===== config.mk =====
export PLATFORM = sky130hd
export DESIGN_NAME = xor_checked_frame_decoder_unit
export DESIGN_NICKNAME = d
export VERILOG_FILES = /design/src/design/xcfd_pkg.sv /design/src/design/xcfd_cell.sv /design/src/design/xor_checked_frame_decoder_unit.sv
export SDC_FILE = /design/constraint.sdc
export NUM_CORES = 1
export LEC_CHECK = 0
export BUFFER_PORTS_ARGS = -buffer_cell sky130_fd_sc_hd__buf_4
export CORE_MARGIN = 2
export CORE_UTILIZATION = 40
export DETAILED_ROUTE_END_ITERATION = 8
export PLACE_DENSITY = 0.64
export SLEW_MARGIN = 20
export SYNTH_ARGS = -nofsm -noshare
export SYNTH_HDL_FRONTEND = slang
export SYNTH_SLANG_ARGS = --single-unit

===== constraint.sdc =====
create_clock -name clk -period 26.5 [get_ports clk]
set_clock_uncertainty 0.2 [all_clocks]
set_input_delay 7.95 -clock clk [delete_from_list [all_inputs] [get_ports clk]]
set_output_delay 7.95 -clock clk [all_outputs]
set_load 0.02 [all_outputs]

===== src/design/xcfd_pkg.sv =====
// shared types and constants for the xor checked frame decoder
package xcfd_pkg;

    typedef logic [7:0] byte_t;

    localparam byte_t START_BYTE = 8'hFE;

    typedef enum logic [2:0] {
        ST_WAIT,
        ST_FUNC_HI,
        ST_FUNC_LO,
        ST_LEN_HI,
        ST_LEN_LO,
        ST_DATA,
        ST_CHECK,
        ST_READ
    } state_t;

endpackage


===== src/design/xcfd_cell.sv =====
// one byte cell of the payload shift chain
module xcfd_cell
    import xcfd_pkg::*;
(
    input  logic  clk,
    input  logic  shift,
    input  byte_t din,
    output byte_t dout
);

    byte_t data_reg;

    always_ff @(posedge clk)
    begin
        if (shift)
        begin
            data_reg <= din;
        end
    end

    assign dout = data_reg;

endmodule


===== src/design/xor_checked_frame_decoder_unit.sv =====
// frame decoder top: header parsing, xor check, payload chain and result register
// a word is taken every cycle while a frame is being received, except while the
// checksum word waits for a held result; the checksum word starts a readout of
// PAYLOAD_MAX shifts of the cell chain, one per cycle unless an output word is held,
// with the first PAYLOAD_MAX - length shifts aligning and the rest emitting words
// input is stalled during readout; a zero-length frame gives its result next cycle
// reset clears all control state; the payload chain is not cleared
module xor_checked_frame_decoder_unit
    import xcfd_pkg::*;
#(
    parameter int PAYLOAD_MAX = 64
)
(
    input  logic        clk,
    input  logic        rst_n,
    input  logic        in_valid,
    output logic        in_stall,
    input  logic [7:0]  rx_byte,
    output logic        out_valid,
    input  logic        out_stall,
    output logic [15:0] function_code,
    output logic [6:0]  payload_length,
    output logic [5:0]  byte_index,
    output logic [7:0]  payload_byte,
    output logic        has_byte,
    output logic        last_of_frame
);

    localparam logic [15:0] MAX16 = 16'(PAYLOAD_MAX);
    localparam logic [6:0]  MAX7  = 7'(PAYLOAD_MAX);

    state_t      state_reg, state_next;
    logic [15:0] func_reg, func_next;
    logic [15:0] len_reg, len_next;
    logic [6:0]  cnt_reg, cnt_next;
    byte_t       xor_reg, xor_next;
    logic [6:0]  step_reg, step_next;

    logic        out_valid_reg, out_valid_next;
    logic [15:0] out_func_reg, out_func_next;
    logic [6:0]  out_len_reg, out_len_next;
    logic [5:0]  out_idx_reg, out_idx_next;
    byte_t       out_byte_reg, out_byte_next;
    logic        out_has_reg, out_has_next;
    logic        out_last_reg, out_last_next;

    logic        in_acc;
    logic        out_free;
    logic        emit;
    logic        advance;
    logic        shift_en;
    logic        out_load;
    logic [6:0]  skip;
    logic [6:0]  cnt_inc;
    byte_t       chain_q [PAYLOAD_MAX];

    // payload chain: words enter at the tail and move toward cell zero
    for (genvar i = 0; i < PAYLOAD_MAX; i++)
    begin : g_chain
        byte_t cell_din;
        if (i == PAYLOAD_MAX - 1)
        begin : g_tail
            assign cell_din = rx_byte;
        end
        else
        begin : g_mid
            assign cell_din = chain_q[i + 1];
        end
        xcfd_cell u_cell (
            .clk  (clk),
            .shift(shift_en),
            .din  (cell_din),
            .dout (chain_q[i])
        );
    end

    assign in_stall = (state_reg == ST_READ) || ((state_reg == ST_CHECK) && out_valid_reg);
    assign in_acc   = in_valid && !in_stall;
    assign out_free = !out_valid_reg || !out_stall;
    assign skip     = MAX7 - len_reg[6:0];
    assign emit     = (state_reg == ST_READ) && (step_reg >= skip);
    assign advance  = (state_reg == ST_READ) && (!emit || out_free);
    assign shift_en = (in_acc && (state_reg == ST_DATA)) || advance;
    assign cnt_inc  = cnt_reg + 7'd1;

    always_comb
    begin
        state_next    = state_reg;
        func_next     = func_reg;
        len_next      = len_reg;
        cnt_next      = cnt_reg;
        xor_next      = xor_reg;
        step_next     = step_reg;
        out_load      = 1'b0;
        out_func_next = out_func_reg;
        out_len_next  = out_len_reg;
        out_idx_next  = out_idx_reg;
        out_byte_next = out_byte_reg;
        out_has_next  = out_has_reg;
        out_last_next = out_last_reg;

        case (state_reg)
            ST_WAIT:
            begin
                if (in_acc && (rx_byte == START_BYTE))
                begin
                    cnt_next   = 7'd0;
                    xor_next   = START_BYTE;
                    state_next = ST_FUNC_HI;
                end
            end
            ST_FUNC_HI:
            begin
                if (in_acc)
                begin
                    func_next  = {rx_byte, 8'h00};
                    xor_next   = xor_reg ^ rx_byte;
                    state_next = ST_FUNC_LO;
                end
            end
            ST_FUNC_LO:
            begin
                if (in_acc)
                begin
                    func_next  = {func_reg[15:8], rx_byte};
                    xor_next   = xor_reg ^ rx_byte;
                    state_next = ST_LEN_HI;
                end
            end
            ST_LEN_HI:
            begin
                if (in_acc)
                begin
                    len_next   = {rx_byte, 8'h00};
                    xor_next   = xor_reg ^ rx_byte;
                    state_next = ST_LEN_LO;
                end
            end
            ST_LEN_LO:
            begin
                if (in_acc)
                begin
                    len_next = {len_reg[15:8], rx_byte};
                    xor_next = xor_reg ^ rx_byte;
                    if (len_next > MAX16)
                    begin
                        state_next = ST_WAIT;
                    end
                    else if (len_next == 16'd0)
                    begin
                        state_next = ST_CHECK;
                    end
                    else
                    begin
                        state_next = ST_DATA;
                    end
                end
            end
            ST_DATA:
            begin
                if (in_acc)
                begin
                    xor_next = xor_reg ^ rx_byte;
                    cnt_next = cnt_inc;
                    if ({9'd0, cnt_inc} >= len_reg)
                    begin
                        state_next = ST_CHECK;
                    end
                end
            end
            ST_CHECK:
            begin
                if (in_acc)
                begin
                    state_next = ST_WAIT;
                    if (rx_byte == xor_reg)
                    begin
                        if (len_reg == 16'd0)
                        begin
                            // empty frame: single marker word without data
                            out_load      = 1'b1;
                            out_func_next = func_reg;
                            out_len_next  = 7'd0;
                            out_idx_next  = 6'd0;
                            out_byte_next = 8'h00;
                            out_has_next  = 1'b0;
                            out_last_next = 1'b1;
                        end
                        else
                        begin
                            step_next  = 7'd0;
                            state_next = ST_READ;
                        end
                    end
                end
            end
            ST_READ:
            begin
                if (advance)
                begin
                    if (emit)
                    begin
                        out_load      = 1'b1;
                        out_func_next = func_reg;
                        out_len_next  = len_reg[6:0];
                        out_idx_next  = 6'(step_reg - skip);
                        out_byte_next = chain_q[0];
                        out_has_next  = 1'b1;
                        out_last_next = (step_reg == MAX7 - 7'd1);
                    end
                    step_next = step_reg + 7'd1;
                    if (step_reg == MAX7 - 7'd1)
                    begin
                        state_next = ST_WAIT;
                    end
                end
            end
            default:
            begin
                state_next = ST_WAIT;
            end
        endcase

        if (out_load)
        begin
            out_valid_next = 1'b1;
        end
        else if (out_stall)
        begin
            out_valid_next = out_valid_reg;
        end
        else
        begin
            out_valid_next = 1'b0;
        end
    end

    always_ff @(posedge clk or negedge rst_n)
    begin
        if (!rst_n)
        begin
            state_reg     <= ST_WAIT;
            func_reg      <= 16'd0;
            len_reg       <= 16'd0;
            cnt_reg       <= 7'd0;
            xor_reg       <= START_BYTE;
            step_reg      <= 7'd0;
            out_valid_reg <= 1'b0;
        end
        else
        begin
            state_reg     <= state_next;
            func_reg      <= func_next;
            len_reg       <= len_next;
            cnt_reg       <= cnt_next;
            xor_reg       <= xor_next;
            step_reg      <= step_next;
            out_valid_reg <= out_valid_next;
        end
    end

    always_ff @(posedge clk)
    begin
        out_func_reg <= out_func_next;
        out_len_reg  <= out_len_next;
        out_idx_reg  <= out_idx_next;
        out_byte_reg <= out_byte_next;
        out_has_reg  <= out_has_next;
        out_last_reg <= out_last_next;
    end

    assign out_valid      = out_valid_reg;
    assign function_code  = out_func_reg;
    assign payload_length = out_len_reg;
    assign byte_index     = out_idx_reg;
    assign payload_byte   = out_byte_reg;
    assign has_byte       = out_has_reg;
    assign last_of_frame  = out_last_reg;

    // the final word of a readout always returns the parser to hunting
    a_last_ends_read: assert property (@(posedge clk) disable iff (!rst_n)
        (out_load && out_last_next) |=> (state_reg == ST_WAIT))
        else $error("readout did not end after last word");

    a_step_in_range: assert property (@(posedge clk) disable iff (!rst_n)
        (state_reg == ST_READ) |-> (step_reg < MAX7))
        else $error("readout step beyond chain length");

    a_empty_word: assert property (@(posedge clk) disable iff (!rst_n)
        (out_valid_reg && !out_has_reg) |-> (out_last_reg && (out_len_reg == 7'd0)))
        else $error("word without data is not a lone empty-frame marker");

    a_index_bound: assert property (@(posedge clk) disable iff (!rst_n)
        (out_valid_reg && out_has_reg) |-> ({1'b0, out_idx_reg} < out_len_reg))
        else $error("byte index outside frame length");

endmodule


==> run summary, run 1 <==
H-tree depth: 2
Sequential share of the synthesized area: 0.892
Outcome: finished clean
Number of antenna violations at the first check in global routing: 1
Vertical die dimension: 229 um
Detailed Routing Iterations Pass 1: 5
Global-route track usage on met1: 0.158
Post-layout worst setup margin: 15.78 ns
I/O pin cnt: 53
Area share of the leading cell type in the synthesized netlist: 0.820
Largest register FFs: 512
Vias after detailed routing: 8,352
Critical Path Max Stage Delay: 0.87 ns
Core region area: 50,000 um^2
Netlist cell types: 68
Summed negative setup slack over all endpoints: 0 ns
Biggest area contributors in the synthesized netlist: edfxtp_1, dfrtp_1, nand2_1
Total CTS buffers: 56
Maximum clock frequency: 93.3 MHz
Layout Area Growth over Synthesis: 14.6%
Fill cell instance count of the final layout: 4,163
Area of the multi-input gates: 1980 um^2
Largest driver fanout on the critical path: 86
IR Drop Worst-Case VDD: 0.0722 mV
Slowest cell on the critical path: buf_4
Buffer and inverter count on the worst path: 4
Cell type with the largest total area after synthesis: edfxtp_1
Post-synthesis instance area: 20,200 um^2
Core utilization of the finished layout: 0.463
Clock latency at the later pin of the worst-skew pair: 0.60 ns
Final GP Congestion: 0.860
Synth Register Bits: 609
Count of nets left with antenna violations after detail routing: 0
Via count of the first global-routing pass: 8,246
Total nets after synthesis: 1,005
Measured slew at the worst slew-check pin: 1.01 ns
Required @ worst endpoint: 26.57 ns
Violation count after the first detailed-routing iteration: 814
Headroom to the max-slew limit: 0.324
Count of max-cap constraint violations: 0
Post-synthesis area per instance: 20.7 um^2
Final HPWL from detailed placement: 15,300 um
Total Routing Usage GR: 0.109
Final design area excluding fillers: 23,100 um^2
Root Buffer Master: clkbuf_16
# setup viols final: 0
Most frequent cell after synthesis: edfxtp_1
Share of the cycle needed by the critical path after routing: 0.404
Final-layout worst hold slack: 0.208 ns
Placed instance count: 1,683
Post-Place Cell Area: 21,400 um^2
Antenna Cells: 0
Period minus WS final: 10.72 ns
IO buf count: 52
Most frequently used flop master after synthesis: edfxtp_1
Arrival time at the worst endpoint: 10.79 ns
Classification of the worst setup path: in -> reg
TritonCTS clock tree: done
Fin. Hold Viols: 0
Busiest metal layer after global routing: met1
CP dominant cell by count: buf_4
Static power due to leakage: 7.47 nW
Clock transition time at the flip-flop clock pins of the worst setup and hold paths: 0.06 ns
CP Launch Type: input pin
Most instantiated cells after synthesis: edfxtp_1, nand2_1, dfrtp_1, o21ai_0, inv_1
Site row count: 82
Post-CTS Hold Buffers: 0
Worst slack at placement: 14.61 ns
Worst path top cell family by delay: buffers and inverters
Met2 Usage GRT: 0.153
Number of instances resized during post-cts repair: 0
Buffers from clock root to sink, at most: 3
Gate count after technology mapping: 975
Footprint of the flip-flops and latches: 18,000 um^2
Final-report max-slew violation count: 0
DR vias/cell: 4.68
Worst Setup End Kind: register
Unrepaired setup endpoints after global routing: no
Final WL: 28,000 um
Async set-reset flop share out of synthesis: 0.0952
Fraction of layout instances using a drive strength above 1: 0.147
Tot Pwr: 2.79 mW
Type of the tightest min-delay check: reg -> reg
Met3 Use GR: 0.0328
Die X: 229 um
Count of flip-flops with a built-in enable after synthesis: 551
Number of buffers inserted by post-CTS setup repair: 0
Detail-routed net length per standard cell: 15.7 um
Remaining DRCs: 0
Wire length of the first global-routing pass: 45,000 um
DIE AREA: 52,300 um^2
Pin count of the biggest net entering global routing: 94
Initial Utilization: 0.404
Warning count from the yosys run: 0
Grt ovf: 0
Number of clock sinks seen by CTS: 609
Nets: 1,100
Pwr dens: 120 nW/um^2
Critical Path, Cell by Cell: buf_4 > nand2_1 > o21ai_2 > nand2_8 > buf_4 > buf_4 > buf_16
Count of placed standard cells in the final layout, fillers left out: 1,785
## placed cells by master, fill, tap and decap left out, drive strengths merged, types with 2 or more instances in the layout
cell type,count
a21o,5
a21oi,18
a31oi,2
and2,12
and3,5
buf,59
bufinv,3
clkbuf,72
clkinv,21
clkinvlp,3
dfrtp,51
dfstp,7
edfxtp,551
ha,17
inv,34
mux2,2
nand2,60
nand3,19
nand3b,2
nand4,4
nor2,21
nor2b,2
nor3,12
nor3b,2
nor4,8
o2111ai,2
o211ai,4
o21ai,60
o22ai,8
o31ai,2
or3,4
xnor2,9
xor2,11
## metal layers
layer | vias up | wire [um]
met5 | - | 0
met4 | 0 | 850
met3 | 67 | 1530
met2 | 184 | 12100
met1 | 4165 | 13500
li1 | 3936 | -
## cells by family (layout without fill, tap and decap cells)
group / count (synthesis) / after routing / synth area share
compound gates: 115 / 115 / 0.0343
xor+xnor: 20 / 20 / 0.00905
fa+ha+maj: 18 / 18 / 0.0115
buf+inv: 54 / 192 / 0.0111
flops: 609 / 609 / 0.892
mux: 3 / 3 / 0.00161
simple gates: 156 / 156 / 0.0404
## worst register-to-register path, stage by stage, from the launching register on
cell and delay, ns:
dfrtp_1 0.48, inv_1 0.13, ha_1 0.21, or3b_4 0.41, nor3_1 0.18, xnor2_1 0.17, ha_1 0.27, and2_0 0.18
a221o_1 0.32, a41oi_1 0.46, o21ai_2 0.27, nand2_8 0.52, buf_4 0.91, buf_4 0.59, buf_16 0.34
## power by group
group          switching, mW  total (mW)  internal [mW]
sequential             0.112        1.62           1.51
combinational          0.301       0.411          0.110
clock                  0.329       0.753          0.424
## worst paths after layout
path | start | to | slack, ns | depth (start not counted)
hold reg to reg | g_chain[30].u_cell.dout[7] | g_chain[29].u_cell.dout[7] | 0.21 | 0
min in group asynchronous | rst_n | cnt_reg[4] | 7.23 | 1
max in group asynchronous | rst_n | step_reg[0] | 18.39 | 1
hold / removal | g_chain[30].u_cell.dout[7] | g_chain[29].u_cell.dout[7] | 0.21 | 0
setup reg to reg | len_reg[0] | g_chain[30].u_cell.dout[3] | 20.52 | 14
setup / recovery | out_stall | g_chain[30].u_cell.dout[3] | 15.78 | 7
## cell type report
cell class | instances | area share
clock buffers | 72 | 0.0641
clock inverters | 29 | 0.0102
inverters | 32 | 0.00541
multi-input cells | 312 | 0.0858
flip-flops and latches | 609 | 0.778
well taps | 672 | 0.0363
repair buffers | 59 | 0.0202
Note: power is estimated with default switching activity, not from simulation.
==> run 2: changes to the inputs <==
==> constraint.sdc (replaced) <==
create_clock -name clk -period 11.2 [get_ports clk]
set_clock_uncertainty 0.2 [all_clocks]
set_input_delay 3.36 -clock clk [delete_from_list [all_inputs] [get_ports clk]]
set_output_delay 3.36 -clock clk [all_outputs]
set_load 0.02 [all_outputs]
==> run 2 against run 1 <==
Critical path depth down 2. Worst setup slack worse by 10 ns. Die area unchanged. First-iteration DRC count down 2.9%. Register-to-register slack worse by 15 ns. Final cell count up 0.22%. Clock power up 150%. Global-route usage up 0.054 points. Via count up 1.2%. Sequential share of layout area down 0.27 points. Combinational power up 140%. Utilization up 0.16 points. Critical path type unchanged.
==> run summary, run 2 (same netlist as run 1, synthesis figures left out) <==
Core utilization of the finished layout: 0.465 (+0.00163)
Count of max-cap constraint violations: 0 (unchanged)
I/O pin cnt: 53 (unchanged)
Nets: 1,100 (unchanged)
IO buf count: 52 (unchanged)
Violation count after the first detailed-routing iteration: 790 (-2.9%)
Clock transition time at the flip-flop clock pins of the worst setup and hold paths: 0.06 ns (about the same)
IR Drop Worst-Case VDD: 0.237 mV (+230%)
Headroom to the max-slew limit: 0.302 (-0.0212)
Required @ worst endpoint: 11.21 ns (-15.36 ns)
Final HPWL from detailed placement: 15,100 um (-1.3%)
Most common library cell in the layout ignoring fill and taps: edfxtp_1
Remaining DRCs: 0 (unchanged)
Site row count: 82 (unchanged)
Buffers from clock root to sink, at most: 3 (unchanged)
Core region area: 50,000 um^2 (unchanged)
Final-report max-slew violation count: 0 (unchanged)
Summed negative setup slack over all endpoints: 0 ns (unchanged)
Worst Setup End Kind: register
Post-Place Cell Area: 21,400 um^2 (about the same)
Fin. Hold Viols: 0 (unchanged)
DR vias/cell: 4.72 (+0.98%)
Number of antenna violations at the first check in global routing: 0 (-1)
Arrival time at the worst endpoint: 5.67 ns (-5.12 ns)
Share of the cycle needed by the critical path after routing: 0.505
Grt ovf: 0 (unchanged)
Classification of the worst setup path: in -> reg
Maximum clock frequency: 177 MHz
# setup viols final: 0 (unchanged)
Initial Utilization: 0.404 (unchanged)
Final design area excluding fillers: 23,200 um^2 (+0.35%)
Wire length of the first global-routing pass: 45,400 um (+0.87%)
Vias after detailed routing: 8,453 (+1.2%)
Post-CTS Hold Buffers: 0 (unchanged)
Outcome: finished clean
Pwr dens: 286 nW/um^2 (+140%)
Fill cell instance count of the final layout: 4,145 (-0.43%)
Unrepaired setup endpoints after global routing: no
Critical Path, Cell by Cell: buf_4 > nand4_1 > nand2_8 > buf_4 > buf_4
TritonCTS clock tree: done
Via count of the first global-routing pass: 8,358 (+1.4%)
Total Routing Usage GR: 0.109 (+0.000542)
Vertical die dimension: 229 um (unchanged)
Final-layout worst hold slack: 0.201 ns (-0.00739 ns)
Clock latency at the later pin of the worst-skew pair: 0.59 ns (about the same)
Buffer and inverter count on the worst path: 3 (-1)
Pin count of the biggest net entering global routing: 158 (+68%)
Commonest non-fill, non-tap cells in the layout: edfxtp_1, nand2_1, clkbuf_16, buf_4, dfrtp_1
Final GP Congestion: 0.840 (-2.4%)
Largest register FFs: 512 (unchanged)
Fraction of layout instances using a drive strength above 1: 0.151 (+0.00319)
Worst path top cell family by delay: buffers and inverters
CP dominant cell by count: buf_4
Count of placed standard cells in the final layout, fillers left out: 1,789 (+0.22%)
Die X: 229 um (unchanged)
Type of the tightest min-delay check: reg -> reg
Detailed Routing Iterations Pass 1: 5 (unchanged)
Period minus WS final: 5.66 ns
Slowest cell on the critical path: buf_4
Placed instance count: 1,683 (unchanged)
DIE AREA: 52,300 um^2 (unchanged)
Number of buffers inserted by post-CTS setup repair: 0 (unchanged)
Final WL: 28,300 um (+0.97%)
Root Buffer Master: clkbuf_16
Number of clock sinks seen by CTS: 609 (unchanged)
Largest driver fanout on the critical path: 65 (-24%)
H-tree depth: 2 (unchanged)
Detail-routed net length per standard cell: 15.8 um (+0.74%)
Critical Path Max Stage Delay: 0.70 ns (-0.17 ns)
Count of nets left with antenna violations after detail routing: 0 (unchanged)
Measured slew at the worst slew-check pin: 1.04 ns (+0.0286 ns)
Layout Area Growth over Synthesis: 15.0%
CP Launch Type: input pin
Number of instances resized during post-cts repair: 0 (unchanged)
Total CTS buffers: 56 (unchanged)
Static power due to leakage: 7.52 nW (+0.61%)
run 2: metal layers:
layer	wire, um	global-route usage
met3	1700	0.0323
met5	0	0
met4	731	0.0390
met1	13500	0.160
met2	12300	0.155
run 2: worst paths after layout:
kind	end	slack, ns	cells past startpoint	start
hold / removal	g_chain[52].u_cell.dout[7]	0.20	0	g_chain[53].u_cell.dout[7]
min in group asynchronous	func_reg[13]	2.65	1	rst_n
setup / recovery	g_chain[10].u_cell.dout[7]	5.54	5	in_valid
hold reg to reg	g_chain[52].u_cell.dout[7]	0.20	0	g_chain[53].u_cell.dout[7]
max in group asynchronous	step_reg[4]	7.62	1	rst_n
setup reg to reg	g_chain[10].u_cell.dout[7]	5.86	13	len_reg[0]
run 2: layout make-up:
| type | instances | area, um^2 | area share |
|---|---|---|---|
| Antenna cell | 1 | 2.50 | 0.000108 |
| Clock buffer | 76 | 1550 | 0.0667 |
| Clock inverter | 28 | 251 | 0.0108 |
| Inverter | 32 | 125 | 0.00539 |
| Multi-Input combinational cell | 312 | 1980 | 0.0855 |
| Sequential cell | 609 | 18000 | 0.775 |
| Tap cell | 672 | 841 | 0.0362 |
| Timing Repair Buffer | 59 | 463 | 0.0199 |
run 2: power breakdown:
part	internal (mW)	switching, mW
Clock	1.06	0.784
Combinational	0.259	0.713
Sequential	3.58	0.259
Total	4.90	1.76
run 2: worst reg2reg max path, stage by stage (launching register included):
cell and delay, ns:
dfrtp_1 0.45, inv_1 0.11, ha_1 0.18, or3b_4 0.41, nor3_1 0.18, xnor2_1 0.15
ha_1 0.26, and2_0 0.18, a221o_1 0.34, a41oi_1 0.42, o21ai_2 0.26, nand2_8 0.38
buf_4 0.75, buf_4 0.67
run 2: metrics by stage:
step / worst slack [ns] / total power, mW
after floorplan: 0.545 / 4.80
after global placement: 4.46 / 4.80
after detailed placement: 4.31 / 4.86
after CTS: 4.98 / 6.75
after global routing: 5.37 / 7.01
final: 5.54 / 6.65
==> run 3: changes to the inputs <==
--- a/config.mk
+++ b/config.mk
@@ -9,7 +9,7 @@
 export CORE_MARGIN = 2
 export CORE_UTILIZATION = 40
 export DETAILED_ROUTE_END_ITERATION = 8
-export PLACE_DENSITY = 0.64
+export PLACE_DENSITY = 0.66
 export SLEW_MARGIN = 20
 export SYNTH_ARGS = -nofsm -noshare
 export SYNTH_HDL_FRONTEND = slang
==> constraint.sdc (replaced) <==
create_clock -name clk -period 4.8 [get_ports clk]
set_clock_uncertainty 0.2 [all_clocks]
set_input_delay 1.44 -clock clk [delete_from_list [all_inputs] [get_ports clk]]
set_output_delay 1.44 -clock clk [all_outputs]
set_load 0.02 [all_outputs]
==> run 3 against run 2 <==
Via count is 0.22% lower. Sequential share of layout area is 1.2 points lower. First-iteration DRC count is 7.5% lower. Sequential cell count stayed put. Wire length is 1.8% lower. Register-to-register slack worse by 5.2 ns. Non-clock buffer count is 13 higher.
==> run summary, run 3 (same netlist as run 1, synthesis figures left out) <==
Measured slew at the worst slew-check pin: 0.946 ns (-0.0971 ns)
Summed negative setup slack over all endpoints: 0 ns (unchanged)
Core region area: 50,000 um^2 (unchanged)
Post-CTS Hold Buffers: 0 (unchanged)
Share of the cycle needed by the critical path after routing: 0.869
Via count of the first global-routing pass: 8,220 (-1.7%)
Layout Area Growth over Synthesis: 16.8%
Critical path launch point: len_reg[0]
Static power due to leakage: 7.66 nW (+2.0%)
Unrepaired setup endpoints after global routing: no
Final HPWL from detailed placement: 15,500 um (+2.7%)
Critical Path, Cell by Cell: inv_1 > ha_2 > or3b_4 > xnor2_1 > ha_1 > a21o_1 > a221o_1 > a41oi_2 > o21ai_4 > nand2_8 > buf_4
Root Buffer Master: clkbuf_16
Period minus WS final: 4.17 ns
Arrival time at the worst endpoint: 4.22 ns (-1.45 ns)
Clock transition time at the flip-flop clock pins of the worst setup and hold paths: 0.07 ns (about the same)
IO buf count: 52 (unchanged)
Pin count of the biggest net entering global routing: 68 (-57%)
CP Launch Type: register
DR vias/cell: 4.69 (-0.78%)
Final-layout worst hold slack: 0.214 ns (+0.0131 ns)
Fraction of layout instances using a drive strength above 1: 0.168 (+0.0172)
H-tree depth: 2 (unchanged)
Type of the tightest min-delay check: reg -> reg
Number of instances resized during post-cts repair: 0 (unchanged)
Headroom to the max-slew limit: 0.367 (+0.0649)
Post-Place Cell Area: 21,700 um^2 (+1.3%)
Die X: 229 um (unchanged)
Startpoint of the most critical register-to-register path: len_reg[0]
Maximum clock frequency: 240 MHz
Final WL: 27,800 um (-1.8%)
Largest register FFs: 512 (unchanged)
Number of antenna violations at the first check in global routing: 0 (unchanged)
IR Drop Worst-Case VDD: 0.377 mV (+59%)
Worst slack at placement: 0.676 ns (-3.63 ns)
Pwr dens: 678 nW/um^2 (+140%)
Violation count after the first detailed-routing iteration: 731 (-7.5%)
Buffer and inverter count on the worst path: 2 (-1)
Most common library cell in the layout ignoring fill and taps: edfxtp_1
Worst Setup End Kind: register
Grt ovf: 0 (unchanged)
TritonCTS clock tree: done
Clock latency at the later pin of the worst-skew pair: 0.58 ns (about the same)
Required @ worst endpoint: 4.84 ns (-6.37 ns)
Final design area excluding fillers: 23,600 um^2 (+1.6%)
Site row count: 82 (unchanged)
Nets: 1,112 (+1.1%)
Number of clock sinks seen by CTS: 609 (unchanged)
Total CTS buffers: 55 (-1.8%)
Worst path top cell family by delay: compound AO/OA/AOI/OAI gates
Post-layout worst setup margin: 0.628 ns (-4.91 ns)
Wire length of the first global-routing pass: 44,900 um (-1.2%)
Count of max-cap constraint violations: 0 (unchanged)
Vertical die dimension: 229 um (unchanged)
I/O pin cnt: 53 (unchanged)
Antenna Cells: 0 (-1)
Buffers from clock root to sink, at most: 3 (unchanged)
Final GP Congestion: 0.810 (-3.6%)
Slowest cell on the critical path: nand2_8
DIE AREA: 52,300 um^2 (unchanged)
Final-report max-slew violation count: 0 (unchanged)
Total Routing Usage GR: 0.106 (-0.00330)
Detail-routed net length per standard cell: 15.4 um (-2.3%)
Core utilization of the finished layout: 0.472 (+0.00726)
Vias after detailed routing: 8,434 (-0.22%)
Outcome: finished clean
Commonest non-fill, non-tap cells in the layout: edfxtp_1, buf_4, nand2_1, clkbuf_16, dfrtp_1
Classification of the worst setup path: reg -> reg
Remaining DRCs: 0 (unchanged)
Launch instance of the worst min-delay path: g_chain[12].u_cell.dout[0]
Critical Path Max Stage Delay: 0.48 ns (-0.22 ns)
Detailed Routing Iterations Pass 1: 4 (-1)
# setup viols final: 0 (unchanged)
Largest driver fanout on the critical path: 67 (+3.1%)
Count of nets left with antenna violations after detail routing: 0 (unchanged)
Number of buffers inserted by post-CTS setup repair: 0 (unchanged)
Fin. Hold Viols: 0 (unchanged)
Initial Utilization: 0.404 (unchanged)
[run 3: layout make-up]
cell class,count,area [um^2]
fillers,4080,26400
well taps,672,841
flip-flops and latches,609,18000
clock inverters,38,460
repair buffers,72,691
clock buffers,64,1450
multi-input cells,312,2010
inverters,32,125
[run 3: worst register-to-register path, stage by stage (launching register included)]
cell     delay, ns
dfrtp_1       0.45
inv_1         0.11
ha_2          0.20
or3b_4        0.41
xnor2_1       0.14
ha_1          0.35
a21o_1        0.18
a221o_1       0.35
a41oi_2       0.33
o21ai_4       0.16
nand2_8       0.48
buf_4         0.47
[run 3: path summary, 6_finish.rpt]
check	endpoint	slack [ns]	depth (start not counted)
hold / removal	g_chain[11].u_cell.dout[0]	0.21	0
setup reg to reg	g_chain[8].u_cell.dout[0]	0.63	11
min in group asynchronous	len_reg[8]	0.73	1
max in group asynchronous	step_reg[4]	3.19	1
setup / recovery	g_chain[8].u_cell.dout[0]	0.63	11
hold reg to reg	g_chain[11].u_cell.dout[0]	0.21	0
[run 3: stage by stage]
stage | cells | total power, mW
floorplan | 975 | 10.7
global placement | 1697 | 11.4
detailed placement | 1697 | 11.6
CTS | 1799 | 16.2
global route | 1799 | 16.8
finish | 1799 | 16.0
[run 3: layer usage]
layer  vias to the layer above  GRT usage  share of wire
met1                      4228      0.158           0.49
li1                       3974          -              -
met4                         0     0.0366          0.025
met3                        60     0.0262          0.053
met5                         -          0              0
met2                       172      0.152           0.43
[run 3: power breakdown]
group	total, mW	internal [mW]	switching [mW]
sequential	8.90	8.30	0.600
combinational	2.55	0.814	1.73
clock	4.54	2.71	1.83
total	16.0	11.8	4.16
